## src/design/pfb_plot_pkg.sv

```systemverilog
package pfb_plot_pkg;

  // display geometry
  localparam int COLUMNS_PER_HALF = 64;
  localparam int PAGES            = 8;
  localparam int ROWS_PER_PAGE    = 8;

  // field widths of the transactions
  localparam int POS_W   = 8;
  localparam int BYTE_W  = 8;
  localparam int PAGE_OW = 3;
  localparam int COL_OW  = 6;

  // internal address layout: {half, page, column}
  localparam int COL_W   = $clog2(COLUMNS_PER_HALF);
  localparam int PAGE_W  = (PAGES > 1) ? $clog2(PAGES) : 1;
  localparam int BIT_W   = $clog2(ROWS_PER_PAGE);
  localparam int ADDR_W  = 1 + PAGE_W + COL_W;
  localparam int MEM_DEPTH = 2 ** ADDR_W;

  // range limits, one-based
  localparam int CMP_W = 16;
  localparam logic [CMP_W-1:0] X_MAX = CMP_W'(2 * COLUMNS_PER_HALF);
  localparam logic [CMP_W-1:0] Y_MAX = CMP_W'(ROWS_PER_PAGE * PAGES);
  localparam logic [CMP_W-1:0] X_HALF = CMP_W'(COLUMNS_PER_HALF);

  typedef struct packed {
    logic              valid;
    logic              half;
    logic [PAGE_W-1:0] page;
    logic [COL_W-1:0]  col;
    logic [BYTE_W-1:0] mask;
    logic [ADDR_W-1:0] addr;
  } decode_t;

  typedef struct packed {
    logic              busy;
    logic [ADDR_W-1:0] addr;
  } clear_t;

endpackage

```

## src/design/pfb_plot_decode.sv

```systemverilog
module pfb_plot_decode (
  input  logic                             valid_i,
  input  logic [pfb_plot_pkg::POS_W-1:0]   pos_x_i,
  input  logic [pfb_plot_pkg::POS_W-1:0]   pos_y_i,
  output pfb_plot_pkg::decode_t            dec_o
);

  logic [pfb_plot_pkg::CMP_W-1:0] x_w;
  logic [pfb_plot_pkg::CMP_W-1:0] y_w;
  logic [pfb_plot_pkg::CMP_W-1:0] col_w;
  logic [pfb_plot_pkg::POS_W-1:0] ym1;
  logic                           x_ok;
  logic                           y_ok;
  logic                           half;

  always_comb begin
    x_w   = pfb_plot_pkg::CMP_W'(pos_x_i);
    y_w   = pfb_plot_pkg::CMP_W'(pos_y_i);
    x_ok  = (x_w != '0) && (x_w <= pfb_plot_pkg::X_MAX);
    y_ok  = (y_w != '0) && (y_w <= pfb_plot_pkg::Y_MAX);
    half  = x_w > pfb_plot_pkg::X_HALF;
    col_w = half ? (x_w - pfb_plot_pkg::X_HALF - pfb_plot_pkg::CMP_W'(1))
                 : (x_w - pfb_plot_pkg::CMP_W'(1));
    ym1   = pos_y_i - pfb_plot_pkg::POS_W'(1);

    dec_o.valid = valid_i && x_ok && y_ok;
    dec_o.half  = half;
    dec_o.page  = pfb_plot_pkg::PAGE_W'(ym1 >> pfb_plot_pkg::BIT_W);
    dec_o.col   = col_w[pfb_plot_pkg::COL_W-1:0];
    dec_o.mask  = pfb_plot_pkg::BYTE_W'(1) << ym1[pfb_plot_pkg::BIT_W-1:0];
    dec_o.addr  = {half, dec_o.page, dec_o.col};
  end

endmodule

```

## config.mk

```make
export PLATFORM = sky130hd
export DESIGN_NAME = pfb_plot_decode
export DESIGN_NICKNAME = d
export VERILOG_FILES = /design/src/design/pfb_plot_pkg.sv /design/src/design/pfb_plot_decode.sv
export SDC_FILE = /design/constraint.sdc
export NUM_CORES = 1
export LEC_CHECK = 0
export ABC_CLOCK_PERIOD_IN_PS = 3250
export CAP_MARGIN = 15
export CORE_AREA = 2 2 39 41
export DETAILED_ROUTE_END_ITERATION = 10
export DIE_AREA = 0 0 41 43
export DONT_BUFFER_PORTS = 1
export GPL_TIMING_DRIVEN = 0
export PLACE_DENSITY = 0.39
export SYNTH_ARGS = -nofsm -noshare
export SYNTH_HDL_FRONTEND = slang
export SYNTH_SLANG_ARGS = --single-unit
```

## constraint.sdc

```tcl
create_clock -name vclk -period 3.25
set_clock_uncertainty 0.15 [all_clocks]
set_input_delay 0.65 -clock vclk [all_inputs]
set_output_delay 0.65 -clock vclk [all_outputs]
set_load 0.03 [all_outputs]
```

==> reports/results.ini <==
[worst_setup_path]
cp_max_fo = 9
arrival_ns = 2.36
critPathBufInv = 2
crit_chain = clkbuf_2 > or4_1 > buf_2 > or4_4 > a211oi_4
worst_ep_required_time_ns = 2.45
cp-start-kind = input pin
crit_type = in2out
worstSetupEndpointType = output pin
cpPeakStageDelay_ns = 0.50
cpMaxStageDelayCell = or4_1
cp_top_family = simple AND/OR/NAND/NOR gates

[sta]
fin_crit_sh = 0.973
fmax_ghz = 0.316
layout_min_cycle_time_ns = 3.16
hold_viol_final = 0
rsz0062_at_grt = false
maxSlewViolCount = 0
max_slew_margin = 0.363
setup-violations-final = 0
worst_pin_slew_ns = 0.953

[power_and_ir_drop]
ir_worst_vdd_v = 0.0000814
finalPower_w = 0.0000980
p_leak_nw = 0.210
p_per_area_nw_per_um2 = 226

[layout]
final_util = 0.314
n_clock_buffer = 0
seq_area_um2 = 0
n_antenna_cell = 0
layout_commonest_cell = buf_4
final_cell_mix = buf_4 (11), inv_1 (6), nor2_1 (6)
layout.nets = 81
seq_cells = 0
syn_to_final_growth_pct = 11.6
layout-drive-gt1-share = 0.328
fillers = 161

[routing]
wirelength_um = 766
antenna_left = 0
routedWlPerCell_um = 10.4
num_vias = 342
dr.pass1.iters = 4
vias_per_cell = 4.62
first_iter_violations = 2
drc = 0

[place]
place.gp.congestion = 0.615
dpl.hpwl_um = 675
io_buffer_count = 0

[clocking]
ctsHoldBuffers = 0
postCtsSetupRepairBufs = 0

[logic_synthesis]
synth_mux_area_frac = 0
synthSimpleGateAreaFrac = 0.338
syn_nets = 79
synth_top_family_by_area = simple AND/OR/NAND/NOR gates
synth_seq_area_share = 0
synth-adder-area-share = 0.129
synth_cells = 58
synth-compound-area-share = 0.0932
synth_xor_area_frac = 0.135
synth.avg_cell_area_um2 = 6.71
yosysWarnings = 0
yosysUniqueCellTypes = 22
syn-cell-area_um2 = 389

[global_route]
grt_max_degree = 10
antenna_found_initial = 0
grt_pass1_wl_um = 1150
grtUsageTotal = 0.0839
grt_pass1_vias = 267
overflow = 0

[outcome]
outcome = finished clean

[floorplanning]
die_w_um = 41
io_pins = 46
start_util = 0.281
die_area_um2 = 1760
num_rows = 14
dieHeight_um = 43
core_area_um2 = 1380

[hold_path]
hp-class = in2out

[run]
cap_violations = 0

what timing repair did:
| action | in CTS | in global routing |
|---|---|---|
| resized for setup | 1 | 4 |
| setup endpoints to repair | 1 | 2 |
| pin swaps | 0 | 1 |
Yosys cell counts (all sizes together):
cell type  instances  area share
clkbuf             2       0.022
a31oi              1       0.016
ha                 4        0.13
nand2              4       0.039
and4               1       0.023
xor2               3       0.068
buf               12        0.23
o31ai              2       0.039
and3               1       0.019
nand3              1       0.013
nand3b             2       0.039
and3b              1       0.026
inv                6       0.058
nor2               6       0.058
a21o               1       0.019
or4                2       0.039
nor3               2       0.026
xnor2              3       0.068
a211oi             1       0.019
nor3b              3       0.058
area by class of cell:
| cell class | count | area [µm²] | area share |
|---|---|---|---|
| multi-input combinational | 38 | 294 | 0.677 |
| buffer | 14 | 97.6 | 0.225 |
| inverter | 6 | 22.5 | 0.0519 |
| tap | 16 | 20.0 | 0.0461 |
path summary, 6_finish.rpt:
| path | start | endpoint | slack, ns | cells after the start |
|---|---|---|---|---|
| min | pos_x_i[0] | dec_o[0] | 1.28 | 1 |
| max | pos_y_i[1] | dec_o[28] | 0.09 | 5 |
metal layers:
metal | vias to the layer above | GRT usage | part of all wire
met4 | 0 | 0 | 0
met5 | - | 0 | 0
met2 | 29 | 0.103 | 0.37
met3 | 0 | 0.0209 | 0.19
li1 | 180 | - | -
met1 | 133 | 0.149 | 0.44
through the flow:
| stage | TNS (ns) | cells | hold WS [ns] | area, µm² | setup WS (ns) |
|---|---|---|---|---|---|
| floorplan | 0 | 58 | 1.28 | 394 | 0.0273 |
| detailed placement | -0.0551 | 74 | 1.28 | 414 | -0.0551 |
| CTS | 0 | 74 | 1.28 | 422 | 0.0113 |
| finish | 0 | 74 | 1.28 | 434 | 0.0875 |
| global placement | -0.0556 | 74 | 1.28 | 414 | -0.0556 |
| global route | 0 | 74 | 1.29 | 434 | 0.0125 |
logic make-up after synthesis:
logic type / count (synthesis)
AOI/OAI and AO/OA: 5
xor gates and xnor gates: 6
adders and majority gates: 4
buffers and inverters: 20
and+or+nand+nor: 23
power breakdown:
part	switching [W]	internal, W
registers	0	0
logic	0.0000713	0.0000267
clock network	0	0
total	0.0000713	0.0000267
Power figures use the tool's default switching activity.
