===== config.mk =====
export PLATFORM = sky130hd
export DESIGN_NAME = pfb_plot_clear
export DESIGN_NICKNAME = d
export VERILOG_FILES = /design/src/design/pfb_plot_pkg.sv /design/src/design/pfb_plot_clear.sv
export SDC_FILE = /design/constraint.sdc
export NUM_CORES = 1
export LEC_CHECK = 0
export ABC_AREA = 0
export BUFFER_PORTS_ARGS = -buffer_cell sky130_fd_sc_hd__buf_2
export CAP_MARGIN = 0
export CORE_AREA = 5 5 42 44
export DETAILED_ROUTE_END_ITERATION = 10
export DIE_AREA = 0 0 47 49
export GPL_TIMING_DRIVEN = 0
export HOLD_SLACK_MARGIN = 0.03
export SYNTH_ARGS = -nofsm -noshare
export SYNTH_HDL_FRONTEND = slang
export SYNTH_SLANG_ARGS = --single-unit

===== constraint.sdc =====
create_clock -name clk_i -period 1.7 [get_ports clk_i]
set_input_delay 0 -clock clk_i [delete_from_list [all_inputs] [get_ports clk_i]]
set_output_delay 0 -clock clk_i [all_outputs]
set_load 0.01 [all_outputs]

===== src/design/pfb_plot_pkg.sv =====
package pfb_plot_pkg;

  // display geometry
  localparam int COLUMNS_PER_HALF = 64;
  localparam int PAGES            = 8;
  localparam int ROWS_PER_PAGE    = 8;

  // field widths of the transactions
  localparam int POS_W   = 8;
  localparam int BYTE_W  = 8;
  localparam int PAGE_OW = 3;
  localparam int COL_OW  = 6;

  // internal address layout: {half, page, column}
  localparam int COL_W   = $clog2(COLUMNS_PER_HALF);
  localparam int PAGE_W  = (PAGES > 1) ? $clog2(PAGES) : 1;
  localparam int BIT_W   = $clog2(ROWS_PER_PAGE);
  localparam int ADDR_W  = 1 + PAGE_W + COL_W;
  localparam int MEM_DEPTH = 2 ** ADDR_W;

  // range limits, one-based
  localparam int CMP_W = 16;
  localparam logic [CMP_W-1:0] X_MAX = CMP_W'(2 * COLUMNS_PER_HALF);
  localparam logic [CMP_W-1:0] Y_MAX = CMP_W'(ROWS_PER_PAGE * PAGES);
  localparam logic [CMP_W-1:0] X_HALF = CMP_W'(COLUMNS_PER_HALF);

  typedef struct packed {
    logic              valid;
    logic              half;
    logic [PAGE_W-1:0] page;
    logic [COL_W-1:0]  col;
    logic [BYTE_W-1:0] mask;
    logic [ADDR_W-1:0] addr;
  } decode_t;

  typedef struct packed {
    logic              busy;
    logic [ADDR_W-1:0] addr;
  } clear_t;

endpackage


===== src/design/pfb_plot_clear.sv =====
module pfb_plot_clear (
  input  logic                  clk_i,
  input  logic                  rst_ni,
  output pfb_plot_pkg::clear_t  clr_o
);

  logic                              busy_q;
  logic                              busy_d;
  logic [pfb_plot_pkg::ADDR_W-1:0]   cnt_q;
  logic [pfb_plot_pkg::ADDR_W-1:0]   cnt_d;

  always_comb begin
    busy_d = busy_q;
    cnt_d  = cnt_q;
    if (busy_q) begin
      cnt_d = cnt_q + pfb_plot_pkg::ADDR_W'(1);
      if (cnt_q == pfb_plot_pkg::ADDR_W'(pfb_plot_pkg::MEM_DEPTH - 1)) begin
        busy_d = 1'b0;
      end
    end
  end

  always_ff @(posedge clk_i or negedge rst_ni) begin
    if (!rst_ni) begin
      busy_q <= 1'b1;
      cnt_q  <= '0;
    end else begin
      busy_q <= busy_d;
      cnt_q  <= cnt_d;
    end
  end

  assign clr_o.busy = busy_q;
  assign clr_o.addr = cnt_q;

endmodule


==> results_dict.tcl <==
set metrics [dict create \
    die_area_sq_um 2300 \
    fp.coreArea_sq_um 1400 \
    ctsRootBufferMaster "sky130_fd_sc_hd__clkbuf_4" \
    cell_with_the_largest_stage_delay_on_the_worst_path "sky130_fd_sc_hd__dfstp_2" \
    crit_required_ps 1850 \
    synthesized_netlist_cell_count 39 \
    fp.dieW_microns 47 \
    netlist-cell-type-count 17 \
    cts_tree "yes" \
    critPathMaxStageDelay_ps 530 \
    post_drt_via_cell_ratio 4.76 \
    setup-violations-final 0 \
    drive_gt1_share_pct 41.1 \
    routed_wirelength_microns 931 \
    postSynthRegisterBits 11 \
    power_density_nw_per_um2 726 \
    gp_congestion 0.746 \
    rsz_0062_raised_after_global_routing "false" \
    post-route-drc-count 0 \
    worstPathArrival_ps 1460 \
    layout_common_cells "sky130_fd_sc_hd__buf_2 (12), sky130_fd_sc_hd__dfrtp_1 (10), sky130_fd_sc_hd__xor2_1 (5)" \
    dpl_worst_slack_ps 401 \
    setup.worst_path.class "flop to flop" \
    finalSetupTns_ps 0 \
    via_count 343 \
    fin_ws_ps 392 \
    worst_ir_drop_vdd_uv 492 \
    row_count 14 \
    worst_margin_slew_ps 257 \
    outcome "complete, no violations" \
    fill_cells 147 \
    path_type_of_the_worst_min_delay_path "primary input to async pin" \
    max_cap_viol_count 0 \
    cts_buffer_depth 2 \
    grt_pass1_vias 358 \
    layout.cells.most_common "sky130_fd_sc_hd__buf_2" \
    insertion_delay_ps 260 \
    drtIter0Drc 7 \
    ctsHtreeMaxLevel 1 \
    drv_slew 0 \
    ys_warn_count 0 \
    routed_wire_length_per_instance_microns 12.9 \
    critical_path.top_delay_family "flip-flops" \
    grt_antenna_before_repair 0 \
    initial_utilization_pct 35.4 \
    power.static_leakage_nw 0.356 \
    drtAntennaViolNets 0 \
    dpl.hpwl_microns 683 \
    synthesis.area_per_instance_sq_um 12.7 \
    final.setup_skew_ps 6.90 \
    dieHeight_microns 49 \
    num-nets-final 60 \
    final-hold-violation-count 0 \
    grt_max_degree 12 \
    grt_usage_pct 9.33 \
    pin_count 13 \
    crit_path_end_kind "flop" \
    cts.repair_timing.setup_buffer_count 0 \
    worst-path-buf-inv 1 \
    n_antenna_cell 0 \
    area_growth_syn_to_layout_pct 23.5 \
    timing.critical_path.fanout_max 7 \
    critical_path.startpoint_type "flop" \
    dr.pass1.iters 4 \
    crit_path_cell_trace "clkbuf_2 -> and3_1 -> nand4_1 -> xnor2_1" \
    grt.overflow.total 0 \
    cts.clk_slew.worst_paths_ps 70 \
    clock.fmax_mhz 765 \
    cts_num_sinks 11 \
    slew_headroom_pct 82.9 \
    netlist_area_before_placement_sq_um 495 \
    tritoncts.num_buffers 3 \
    port_buffers 12 \
    yosysSeqAreaShare_pct 55.8 \
    synth_fp_nets 42 \
    period_needed_ps 1310 \
    global_route_wire_length_before_repair_microns 1560 \
    min_period_over_period_pct 76.9 \
]
layout make-up:
cell class	instances	area [sq um]	share of cell area [%]
multi-input combinational	26	206	33.7
buffer	2	12.5	2.04
timing repair buffer	13	70.1	11.5
sequential	11	277	45.2
clock buffer	4	26.3	4.29
tap	16	20.0	3.27
through the flow:
stage	cell area, sq um	utilization [%]	total power [W]	hold slack, ps	cells
finish	612	43.7	0.000444	132	72
global route	612	43.7	0.000465	154	72
CTS	612	43.7	0.000452	142	72
detailed placement	576	41.1	0.000273	-114	67
global placement	576	41.1	0.000273	-120	67
floorplan	495	-	0.000267	-296	39
power breakdown:
part | leakage, nW | internal, W | switching [W]
combinational | 0.191 | 0.00000234 | 0.00000530
clock | 0.0150 | 0.0000907 | 0.0000843
sequential | 0.150 | 0.000262 | 0
total | 0.356 | 0.000355 | 0.0000896
synth_stat cells:
| cell type | count | area [sq um] |
|---|---|---|
| sky130_fd_sc_hd__nand2_1 | 4 | 15.0 |
| sky130_fd_sc_hd__xnor2_1 | 4 | 35.0 |
| sky130_fd_sc_hd__and3_1 | 1 | 6.26 |
| sky130_fd_sc_hd__nand3_1 | 1 | 5.00 |
| sky130_fd_sc_hd__nand4_4 | 1 | 21.3 |
| sky130_fd_sc_hd__buf_4 | 1 | 7.51 |
| sky130_fd_sc_hd__dfstp_2 | 1 | 26.3 |
| sky130_fd_sc_hd__mux2_2 | 1 | 11.3 |
| sky130_fd_sc_hd__ha_1 | 1 | 12.5 |
| sky130_fd_sc_hd__nand4_2 | 1 | 12.5 |
| sky130_fd_sc_hd__nor2_1 | 3 | 11.3 |
| sky130_fd_sc_hd__xor2_1 | 5 | 43.8 |
| sky130_fd_sc_hd__o31a_2 | 1 | 10.0 |
| sky130_fd_sc_hd__nor3_2 | 1 | 10.0 |
| sky130_fd_sc_hd__clkbuf_2 | 1 | 5.00 |
| sky130_fd_sc_hd__dfrtp_1 | 10 | 250 |
| sky130_fd_sc_hd__nand4_1 | 2 | 12.5 |
cells by family after synthesis:
family,after synthesis,synth area share [%]
and+or+nand+nor,14,18.9
DFF,11,55.8
xor gates and xnor gates,9,15.9
buffers and inverters,2,2.52
AOI/OAI and AO/OA,1,2.02
muxes,1,2.27
adders and majority gates,1,2.52
final timing paths:
kind | slack (ps) | cells after the start | start | to
min reg2reg | 490 | 1 | cnt_q[8] | cnt_q[8]
min in group clk_i | 490 | 1 | cnt_q[8] | cnt_q[8]
min | 130 | 2 | rst_ni | cnt_q[5]
max in group asynchronous | 1290 | 2 | rst_ni | busy_q
max | 390 | 4 | busy_q | cnt_q[6]
max reg2reg | 390 | 4 | busy_q | cnt_q[6]
state kept, by name (all words and copies together) (netlist names):
signal	cells
cnt_q	10
busy_q	1
routing by layer:
layer	up-vias	share of wire [%]	global-route usage, %
li1	165	-	-
met1	165	45	11.2
met2	9	47	14.5
met3	4	6.0	3.32
met4	0	1.7	4.15
met5	-	0	0
timing repair:
action | CTS | global route
endpoints found under the hold margin | 11 | 0
hold buffers | 1 | 0
gates resized for setup | 0 | 0
Note: power is estimated with default switching activity, not from simulation.
